$ cat config.mk
export PLATFORM = sky130hd
export DESIGN_NAME = flv_tag_deframer
export DESIGN_NICKNAME = d
export VERILOG_FILES = /design/src/rtl/flvd_pkg.sv /design/src/rtl/flvd_in_stage.sv /design/src/rtl/flvd_parser.sv /design/src/rtl/flvd_out_stage.sv /design/src/rtl/flv_tag_deframer.sv
export SDC_FILE = /design/constraint.sdc
export NUM_CORES = 1
export LEC_CHECK = 0
export CAP_MARGIN = 20
export CORE_MARGIN = 8
export CORE_UTILIZATION = 35
export CTS_CLUSTER_DIAMETER = 150
export DETAILED_ROUTE_END_ITERATION = 8
export DONT_BUFFER_PORTS = 1
export GPL_ROUTABILITY_DRIVEN = 1
export GPL_TIMING_DRIVEN = 0
export PLACE_DENSITY_LB_ADDON = 0.08
export SYNTH_ARGS = -nofsm -noshare
export SYNTH_HDL_FRONTEND = slang
export SYNTH_SLANG_ARGS = --single-unit
$ cat constraint.sdc
create_clock -name clock -period 5.9 [get_ports clock]
set_input_delay 0.885 -clock clock [delete_from_list [all_inputs] [get_ports clock]]
set_output_delay 0.885 -clock clock [all_outputs]
set_load 0.01 [all_outputs]
$ cat src/rtl/flvd_pkg.sv
// ----------------------------------------------------------------------------
// flvd_pkg
// Shared types and constants for the tag deframer.
// ----------------------------------------------------------------------------
package flvd_pkg;

   localparam int unsigned BYTE_W     = 8;
   localparam int unsigned SIZE_W     = 24;
   localparam int unsigned LEN_W      = 17;
   localparam int unsigned CMP_W      = 25;

   localparam logic [BYTE_W-1:0] SIG_F       = 8'h46;
   localparam logic [BYTE_W-1:0] SIG_L       = 8'h4C;
   localparam logic [BYTE_W-1:0] SIG_V       = 8'h56;
   localparam logic [BYTE_W-1:0] SIG_VERSION = 8'h01;

   localparam int unsigned HEADER_LEN  = 13;
   localparam int unsigned MIN_SIZE    = 11;
   localparam int unsigned LEN_EXTRA   = 15;
   localparam int unsigned LAST_OFFSET = 14;

   // tag byte positions
   localparam int unsigned POS_TYPE      = 0;
   localparam int unsigned POS_SIZE_LO   = 3;
   localparam int unsigned POS_STAMP_LO  = 6;
   localparam int unsigned POS_FLAG      = 11;
   localparam int unsigned POS_FIRST_END = 12;

   typedef enum logic [1:0] {
      ERR_NONE   = 2'd0,
      ERR_HEADER = 2'd1,
      ERR_SMALL  = 2'd2,
      ERR_LARGE  = 2'd3
   } err_type;

   typedef struct packed {
      logic [BYTE_W-1:0] out_byte;
      logic              packet_start;
      logic              packet_end;
      logic [BYTE_W-1:0] tag_kind;
      logic [BYTE_W-1:0] frame_flag;
      logic [SIZE_W-1:0] stamp_ms;
      logic [LEN_W-1:0]  packet_length;
      err_type           error_code;
   } rsp_type;

endpackage

$ cat src/rtl/flvd_in_stage.sv
// ----------------------------------------------------------------------------
// flvd_in_stage
// Input register for one stream byte; releases it when the result side
// has room.
// ----------------------------------------------------------------------------
module flvd_in_stage (
   input  logic                       clock,
   input  logic                       reset,
   input  logic                       req_valid,
   output logic                       req_stall,
   input  logic [flvd_pkg::BYTE_W-1:0] req_stream_byte,
   input  logic                       out_free,
   output logic                       step,
   output logic [flvd_pkg::BYTE_W-1:0] step_byte
);

   logic                        valid_ff;
   logic                        valid_in;
   logic [flvd_pkg::BYTE_W-1:0] byte_ff;
   logic                        accept;

   assign step      = valid_ff & out_free;
   assign req_stall = valid_ff & ~out_free;
   assign accept    = req_valid & ~req_stall;
   assign step_byte = byte_ff;

   always_comb begin
      if (accept) begin
         valid_in = 1'b1;
      end else if (step) begin
         valid_in = 1'b0;
      end else begin
         valid_in = valid_ff;
      end
   end

   always_ff @(posedge clock) begin
      if (reset) begin
         valid_ff <= 1'b0;
      end else begin
         valid_ff <= valid_in;
      end
   end

   always_ff @(posedge clock) begin
      if (accept) begin
         byte_ff <= req_stream_byte;
      end
   end

endmodule

$ cat src/rtl/flvd_parser.sv
// ----------------------------------------------------------------------------
// flvd_parser
// Header check and tag framing state; builds one result per tag byte, plus an error result on a bad header byte.
// ----------------------------------------------------------------------------
module flvd_parser #(
   parameter int unsigned BUFFER_BYTES = 65536
) (
   input  logic                        clock,
   input  logic                        reset,
   input  logic                        step,
   input  logic [flvd_pkg::BYTE_W-1:0] step_byte,
   output logic                        has_result,
   output flvd_pkg::rsp_type           result
);

   localparam int unsigned CNT_W = $clog2(BUFFER_BYTES + flvd_pkg::LAST_OFFSET);

   typedef enum logic [1:0] {
      PH_HEADER = 2'd0,
      PH_TAG    = 2'd1,
      PH_HALT   = 2'd2
   } phase_type;

   phase_type                   phase_ff, phase_in;
   logic [CNT_W-1:0]            count_ff, count_in;
   logic [flvd_pkg::SIZE_W-1:0] size_ff, size_in;
   logic [flvd_pkg::SIZE_W-1:0] stamp_ff, stamp_in;
   logic [flvd_pkg::BYTE_W-1:0] kind_ff, kind_in;
   logic [flvd_pkg::BYTE_W-1:0] flag_ff, flag_in;

   logic [flvd_pkg::SIZE_W-1:0] size_shift;
   logic [flvd_pkg::SIZE_W-1:0] stamp_shift;
   logic [CNT_W-1:0]            count_inc;
   logic [flvd_pkg::CMP_W-1:0]  pos_wide;
   logic [flvd_pkg::CMP_W-1:0]  last_pos;
   logic                        bad_sig;
   logic                        is_last;

   assign size_shift  = {size_ff[flvd_pkg::SIZE_W-flvd_pkg::BYTE_W-1:0], step_byte};
   assign stamp_shift = {stamp_ff[flvd_pkg::SIZE_W-flvd_pkg::BYTE_W-1:0], step_byte};
   assign count_inc   = count_ff + CNT_W'(1);
   assign pos_wide    = flvd_pkg::CMP_W'(count_ff);
   assign last_pos    = flvd_pkg::CMP_W'(size_ff) + flvd_pkg::CMP_W'(flvd_pkg::LAST_OFFSET);
   assign is_last     = (pos_wide >= flvd_pkg::CMP_W'(flvd_pkg::POS_FIRST_END)) &&
                        (pos_wide == last_pos);

   always_comb begin
      bad_sig = 1'b0;
      priority if (count_ff == CNT_W'(0)) begin
         bad_sig = (step_byte != flvd_pkg::SIG_F);
      end else if (count_ff == CNT_W'(1)) begin
         bad_sig = (step_byte != flvd_pkg::SIG_L);
      end else if (count_ff == CNT_W'(2)) begin
         bad_sig = (step_byte != flvd_pkg::SIG_V);
      end else if (count_ff == CNT_W'(3)) begin
         bad_sig = (step_byte != flvd_pkg::SIG_VERSION);
      end else begin
         bad_sig = 1'b0;
      end
   end

   always_comb begin
      phase_in   = phase_ff;
      count_in   = count_ff;
      size_in    = size_ff;
      stamp_in   = stamp_ff;
      kind_in    = kind_ff;
      flag_in    = flag_ff;
      has_result = 1'b0;
      result     = '0;
      result.out_byte   = step_byte;
      result.error_code = flvd_pkg::ERR_NONE;

      unique case (phase_ff)
         PH_HEADER: begin
            if (bad_sig) begin
               has_result        = 1'b1;
               result.packet_end = 1'b1;
               result.error_code = flvd_pkg::ERR_HEADER;
               phase_in          = PH_HALT;
            end else if (count_inc >= CNT_W'(flvd_pkg::HEADER_LEN)) begin
               phase_in = PH_TAG;
               count_in = '0;
            end else begin
               count_in = count_inc;
            end
         end
         PH_TAG: begin
            has_result = 1'b1;
            priority if (count_ff == CNT_W'(flvd_pkg::POS_TYPE)) begin
               kind_in  = step_byte;
               size_in  = '0;
               stamp_in = '0;
               flag_in  = '0;
            end else if (count_ff <= CNT_W'(flvd_pkg::POS_SIZE_LO)) begin
               size_in = size_shift;
               if (count_ff == CNT_W'(flvd_pkg::POS_SIZE_LO) &&
                   size_shift < flvd_pkg::SIZE_W'(flvd_pkg::MIN_SIZE)) begin
                  result.error_code = flvd_pkg::ERR_SMALL;
               end
            end else if (count_ff <= CNT_W'(flvd_pkg::POS_STAMP_LO)) begin
               stamp_in = stamp_shift;
            end else if (count_ff == CNT_W'(flvd_pkg::POS_FLAG)) begin
               flag_in = step_byte;
               if (flvd_pkg::CMP_W'(size_ff) >= flvd_pkg::CMP_W'(BUFFER_BYTES - 1)) begin
                  result.error_code = flvd_pkg::ERR_LARGE;
               end
            end else begin
               size_in = size_ff;
            end

            if (result.error_code != flvd_pkg::ERR_NONE) begin
               result.packet_end = 1'b1;
               phase_in          = PH_HALT;
            end else begin
               result.packet_start = (count_ff == CNT_W'(flvd_pkg::POS_TYPE));
               if (is_last) begin
                  result.packet_end    = 1'b1;
                  result.tag_kind      = kind_ff;
                  result.frame_flag    = flag_ff;
                  result.stamp_ms      = stamp_ff;
                  result.packet_length = flvd_pkg::LEN_W'(size_ff) +
                                         flvd_pkg::LEN_W'(flvd_pkg::LEN_EXTRA);
                  count_in             = '0;
               end else begin
                  count_in = count_inc;
               end
            end
         end
         default: begin
            phase_in = phase_ff;
         end
      endcase

      if (!step) begin
         has_result = 1'b0;
      end
   end

   always_ff @(posedge clock) begin
      if (reset) begin
         phase_ff <= PH_HEADER;
         count_ff <= '0;
         size_ff  <= '0;
         stamp_ff <= '0;
         kind_ff  <= '0;
         flag_ff  <= '0;
      end else if (step) begin
         phase_ff <= phase_in;
         count_ff <= count_in;
         size_ff  <= size_in;
         stamp_ff <= stamp_in;
         kind_ff  <= kind_in;
         flag_ff  <= flag_in;
      end
   end

endmodule

$ cat src/rtl/flvd_out_stage.sv
// ----------------------------------------------------------------------------
// flvd_out_stage
// Result register; holds a response until the downstream side takes it.
// ----------------------------------------------------------------------------
module flvd_out_stage (
   input  logic                         clock,
   input  logic                         reset,
   input  logic                         load,
   input  flvd_pkg::rsp_type            result,
   output logic                         out_free,
   output logic                         rsp_valid,
   input  logic                         rsp_stall,
   output logic [flvd_pkg::BYTE_W-1:0]  rsp_out_byte,
   output logic                         rsp_packet_start,
   output logic                         rsp_packet_end,
   output logic [flvd_pkg::BYTE_W-1:0]  rsp_tag_kind,
   output logic [flvd_pkg::BYTE_W-1:0]  rsp_frame_flag,
   output logic [flvd_pkg::SIZE_W-1:0]  rsp_stamp_ms,
   output logic [flvd_pkg::LEN_W-1:0]   rsp_packet_length,
   output logic [1:0]                   rsp_error_code
);

   logic              valid_ff;
   logic              valid_in;
   flvd_pkg::rsp_type data_ff;

   assign out_free = ~valid_ff | ~rsp_stall;

   always_comb begin
      if (load) begin
         valid_in = 1'b1;
      end else if (!rsp_stall) begin
         valid_in = 1'b0;
      end else begin
         valid_in = valid_ff;
      end
   end

   always_ff @(posedge clock) begin
      if (reset) begin
         valid_ff <= 1'b0;
      end else begin
         valid_ff <= valid_in;
      end
   end

   always_ff @(posedge clock) begin
      if (load) begin
         data_ff <= result;
      end
   end

   assign rsp_valid         = valid_ff;
   assign rsp_out_byte      = data_ff.out_byte;
   assign rsp_packet_start  = data_ff.packet_start;
   assign rsp_packet_end    = data_ff.packet_end;
   assign rsp_tag_kind      = data_ff.tag_kind;
   assign rsp_frame_flag    = data_ff.frame_flag;
   assign rsp_stamp_ms      = data_ff.stamp_ms;
   assign rsp_packet_length = data_ff.packet_length;
   assign rsp_error_code    = data_ff.error_code;

endmodule

$ cat src/rtl/flv_tag_deframer.sv
// ----------------------------------------------------------------------------
// flv_tag_deframer
// Path: a request is held in the input register; its result is registered in the response register.
// Throughput: one byte per cycle while the response side is not stalled, set by the parse step.
// Reset (synchronous): back to header check, counters and tag fields zeroed.
// ----------------------------------------------------------------------------
module flv_tag_deframer #(
   parameter int unsigned BUFFER_BYTES = 65536
) (
   input  logic                         clock,
   input  logic                         reset,
   input  logic                         req_valid,
   output logic                         req_stall,
   input  logic [flvd_pkg::BYTE_W-1:0]  req_stream_byte,
   output logic                         rsp_valid,
   input  logic                         rsp_stall,
   output logic [flvd_pkg::BYTE_W-1:0]  rsp_out_byte,
   output logic                         rsp_packet_start,
   output logic                         rsp_packet_end,
   output logic [flvd_pkg::BYTE_W-1:0]  rsp_tag_kind,
   output logic [flvd_pkg::BYTE_W-1:0]  rsp_frame_flag,
   output logic [flvd_pkg::SIZE_W-1:0]  rsp_stamp_ms,
   output logic [flvd_pkg::LEN_W-1:0]   rsp_packet_length,
   output logic [1:0]                   rsp_error_code
);

   logic                        out_free;
   logic                        step;
   logic [flvd_pkg::BYTE_W-1:0] step_byte;
   logic                        has_result;
   flvd_pkg::rsp_type           result;

   flvd_in_stage u_in_stage (
      .clock           (clock),
      .reset           (reset),
      .req_valid       (req_valid),
      .req_stall       (req_stall),
      .req_stream_byte (req_stream_byte),
      .out_free        (out_free),
      .step            (step),
      .step_byte       (step_byte)
   );

   flvd_parser #(
      .BUFFER_BYTES (BUFFER_BYTES)
   ) u_parser (
      .clock      (clock),
      .reset      (reset),
      .step       (step),
      .step_byte  (step_byte),
      .has_result (has_result),
      .result     (result)
   );

   flvd_out_stage u_out_stage (
      .clock             (clock),
      .reset             (reset),
      .load              (has_result),
      .result            (result),
      .out_free          (out_free),
      .rsp_valid         (rsp_valid),
      .rsp_stall         (rsp_stall),
      .rsp_out_byte      (rsp_out_byte),
      .rsp_packet_start  (rsp_packet_start),
      .rsp_packet_end    (rsp_packet_end),
      .rsp_tag_kind      (rsp_tag_kind),
      .rsp_frame_flag    (rsp_frame_flag),
      .rsp_stamp_ms      (rsp_stamp_ms),
      .rsp_packet_length (rsp_packet_length),
      .rsp_error_code    (rsp_error_code)
   );

endmodule
==> impl_metrics.toml <==
[run_status]
outcome = "finished clean"

[finish]
area.sequential_mm2 = 0.00401
fillCellCount = 2199
antenna_cells = 0
layout-drive-gt1-share_pct = 8.08
multi_input_area_mm2 = 0.00342
instances_no_fill = 1122
syn2layout_area_growth_pct = 12.0
nNetsFinal = 850

[yosys]
synth_area_mm2 = 0.00781
synth_top_family_by_area = "simple AND/OR/NAND/NOR gates"
yosys.area_share.simple_pct = 24.0
yosys_warnings = 0
ys_seq_elements = 162
synth_edf_count = 77
synth_fa_ha_area_share_pct = 1.44
syn_inst = 810
synth-async-reset-ratio_pct = 0
synthXorXnorAreaFrac_pct = 4.26
synthesis.nets = 831
ys.flop_type = "dfxtp_1"
synth_compound_area_share_pct = 12.8
syn_area_per_cell_um2 = 9.64
synth_mux_area_share_pct = 1.30
ys_seq_area_share_pct = 51.4
netlist-cell-type-count = 74

[critical_path]
critical_path.top_delay_family = "simple AND/OR/NAND/NOR gates"
crit_chain = "clkbuf_1, inv_1, ha_1, nor2b_1, or4b_1, buf_2, or4_1, a221oi_2, and4_4, and3_4, clkbuf_2, and2_1"
worstSetupPathType = "reg2reg"
crit_path_end_kind = "flip-flop"
path_max_fanout = 10
cp_slowest_cell = "or4_1"
cp.arrival_ns = 4.15
worst_setup_path_start_kind = "flip-flop"
cp.required_ns = 6.20
max_stage_delay_ns = 0.54
critical_path_buf_inv_count = 4

[power_and_ir_drop]
p_per_area_mw_per_mm2 = 273
leakage_nw = 2.87
peakVddDrop_mv = 0.176

[detailed_routing]
drc = 0
routed_wl_mm = 22.2
drt-wirelength-per-cell_um = 19.7
antenna_left = 0
firstDrtPassIters = 5
initialDrtViolationCount = 377
route.vias.total = 6105
via_per_inst = 5.44

[clock_tree]
cts.sinks = 162
htreeDepth = 4
tritoncts = "yes"
root_buffer = "clkbuf_16"
ctsLongestPathBuffers = 2
cts_resized = 0
clk_pin_slew_ns = 0.08
cts_setup_buffers = 0
cts_hold_buf = 0
numCtsBuffers = 17
clock_latency_ns = 0.43

[floorplan]
die_h_um = 165
dieWidth_um = 165
floorplan.core_area_mm2 = 0.0219
die-area_mm2 = 0.0273
io-pin-count = 83
start_util_pct = 35.7
rows = 54

[timing]
finalCriticalPeriod_ns = 3.85
fmax_ghz = 0.260
slew_violations = 0
finalSetupViolations = 0
tns_ns = 0
skew_ns = 0.0157
fin_crit_sh_pct = 65.2
hold_viol_final = 0
rsz0062_at_grt = "false"
slew_headroom_pct = 34.4
tightest_slew_ns = 0.981

[placed_design]
place_inst = 1090
hpwl_mm = 16.0
gp_congestion = 0.864
portBuffers = 0

[run]
cap_violations = 0

[min_path]
hp-class = "reg2reg"

[global_routing]
track_usage_pct = 16.4
grt_pass1_vias = 6063
grt_pass1_wl_mm = 34.6
grt_start_max_net_pins = 72
grt-ovfl-total = 0
antenna_found_initial = 0
layer usage:
layer / wire length [um] / track usage (%)
met1: 10200 / 21.8
met2: 10700 / 27.0
met5: 0 / 0
met4: 184 / 4.71
met3: 1100 / 3.00
power breakdown:
part | switching [W] | internal [W] | total [W] | leakage [nW]
sequential | 0.0000322 | 0.00121 | 0.00124 | 1.41
combinational | 0.0000344 | 0.00000771 | 0.0000422 | 1.18
clock | 0.000542 | 0.000568 | 0.00111 | 0.284
total | 0.000609 | 0.00178 | 0.00239 | 2.87
cells by family (layout without fill, tap and decap cells):
kind of cell / Yosys count / count (layout)
AOI/OAI and AO/OA: 142 / 142
xor gates and xnor gates: 38 / 38
adders and majority gates: 9 / 9
buffers and inverters: 86 / 118
DFF: 162 / 162
and+or+nand+nor: 363 / 363
muxes: 10 / 10
cells in the final DEF (no fill, tap or decap), types with 7 or more instances in the layout:
cell and n:
mux2i_1 9, nand4_1 20, nor2_1 73, clkbuf_16 17, nor4_1 12, and2_1 59
dfxtp_1 85, clkbuf_1 46, nand2b_1 7, nor2b_1 9, a21oi_1 46, and3_1 11
o311ai_1 9, nor3_1 14, nand2_1 77, xnor2_1 22, a22oi_1 26, buf_2 12
edfxtp_1 77, xor2_1 16, nand3_1 49, inv_1 15, o21ai_0 13, ha_1 9
area by class of cell:
| type | count | area share [%] |
|---|---|---|
| clock buffers | 17 | 4.86 |
| multi-input cells | 562 | 39.1 |
| flip-flops and latches | 162 | 45.9 |
| plain buffers | 71 | 3.62 |
| well taps | 280 | 4.01 |
| clock inverters | 15 | 1.83 |
| inverters | 15 | 0.644 |
flip-flops by register name, summed over array words and instances (netlist names), 17 cells and up:
signal and flops:
u_parser.count_ff 17, u_out_stage.rsp_packet_length 17, u_out_stage.rsp_stamp_ms 24, u_parser.size_ff 24, u_parser.stamp_ff 24
through the flow:
step	util [%]	area, um^2	hold slack [ns]	power (W)	setup slack (ns)
floorplan	-	7810	0.424	0.00128	2.22
global placement	37.3	8160	0.435	0.00131	1.21
detailed placement	37.3	8160	0.440	0.00131	2.04
CTS	39.9	8740	0.447	0.00242	2.02
global route	39.9	8740	0.456	0.00247	1.79
finish	39.9	8740	0.444	0.00239	2.05
Yosys cell counts (all sizes together) (14+ instances only):
library cell | instances | area (um^2)
a21oi | 46 | 230
a22oi | 26 | 195
and2 | 61 | 382
buf | 21 | 124
clkbuf | 50 | 193
dfxtp | 85 | 1700
edfxtp | 77 | 2310
inv | 15 | 56.3
nand2 | 77 | 289
nand3 | 49 | 245
nand4 | 20 | 125
nor2 | 73 | 274
nor3 | 14 | 70.1
o21ai | 14 | 70.1
xnor2 | 22 | 193
xor2 | 16 | 140
final timing paths:
check	from	end	slack (ns)	depth (start not counted)
setup / recovery	u_parser.size_ff[2]$_SDFFE_PP0P_	u_out_stage.rsp_stamp_ms[18]$_SDFFCE_PP0P_	2.05	12
setup reg to reg	u_parser.size_ff[2]$_SDFFE_PP0P_	u_out_stage.rsp_stamp_ms[18]$_SDFFCE_PP0P_	2.05	12
hold reg to reg	u_in_stage.step_byte[4]$_DFFE_PP_	u_out_stage.rsp_out_byte[4]$_DFFE_PP_	0.44	0
hold / removal	u_in_stage.step_byte[4]$_DFFE_PP_	u_out_stage.rsp_out_byte[4]$_DFFE_PP_	0.44	0
Power figures use the tool's default switching activity.
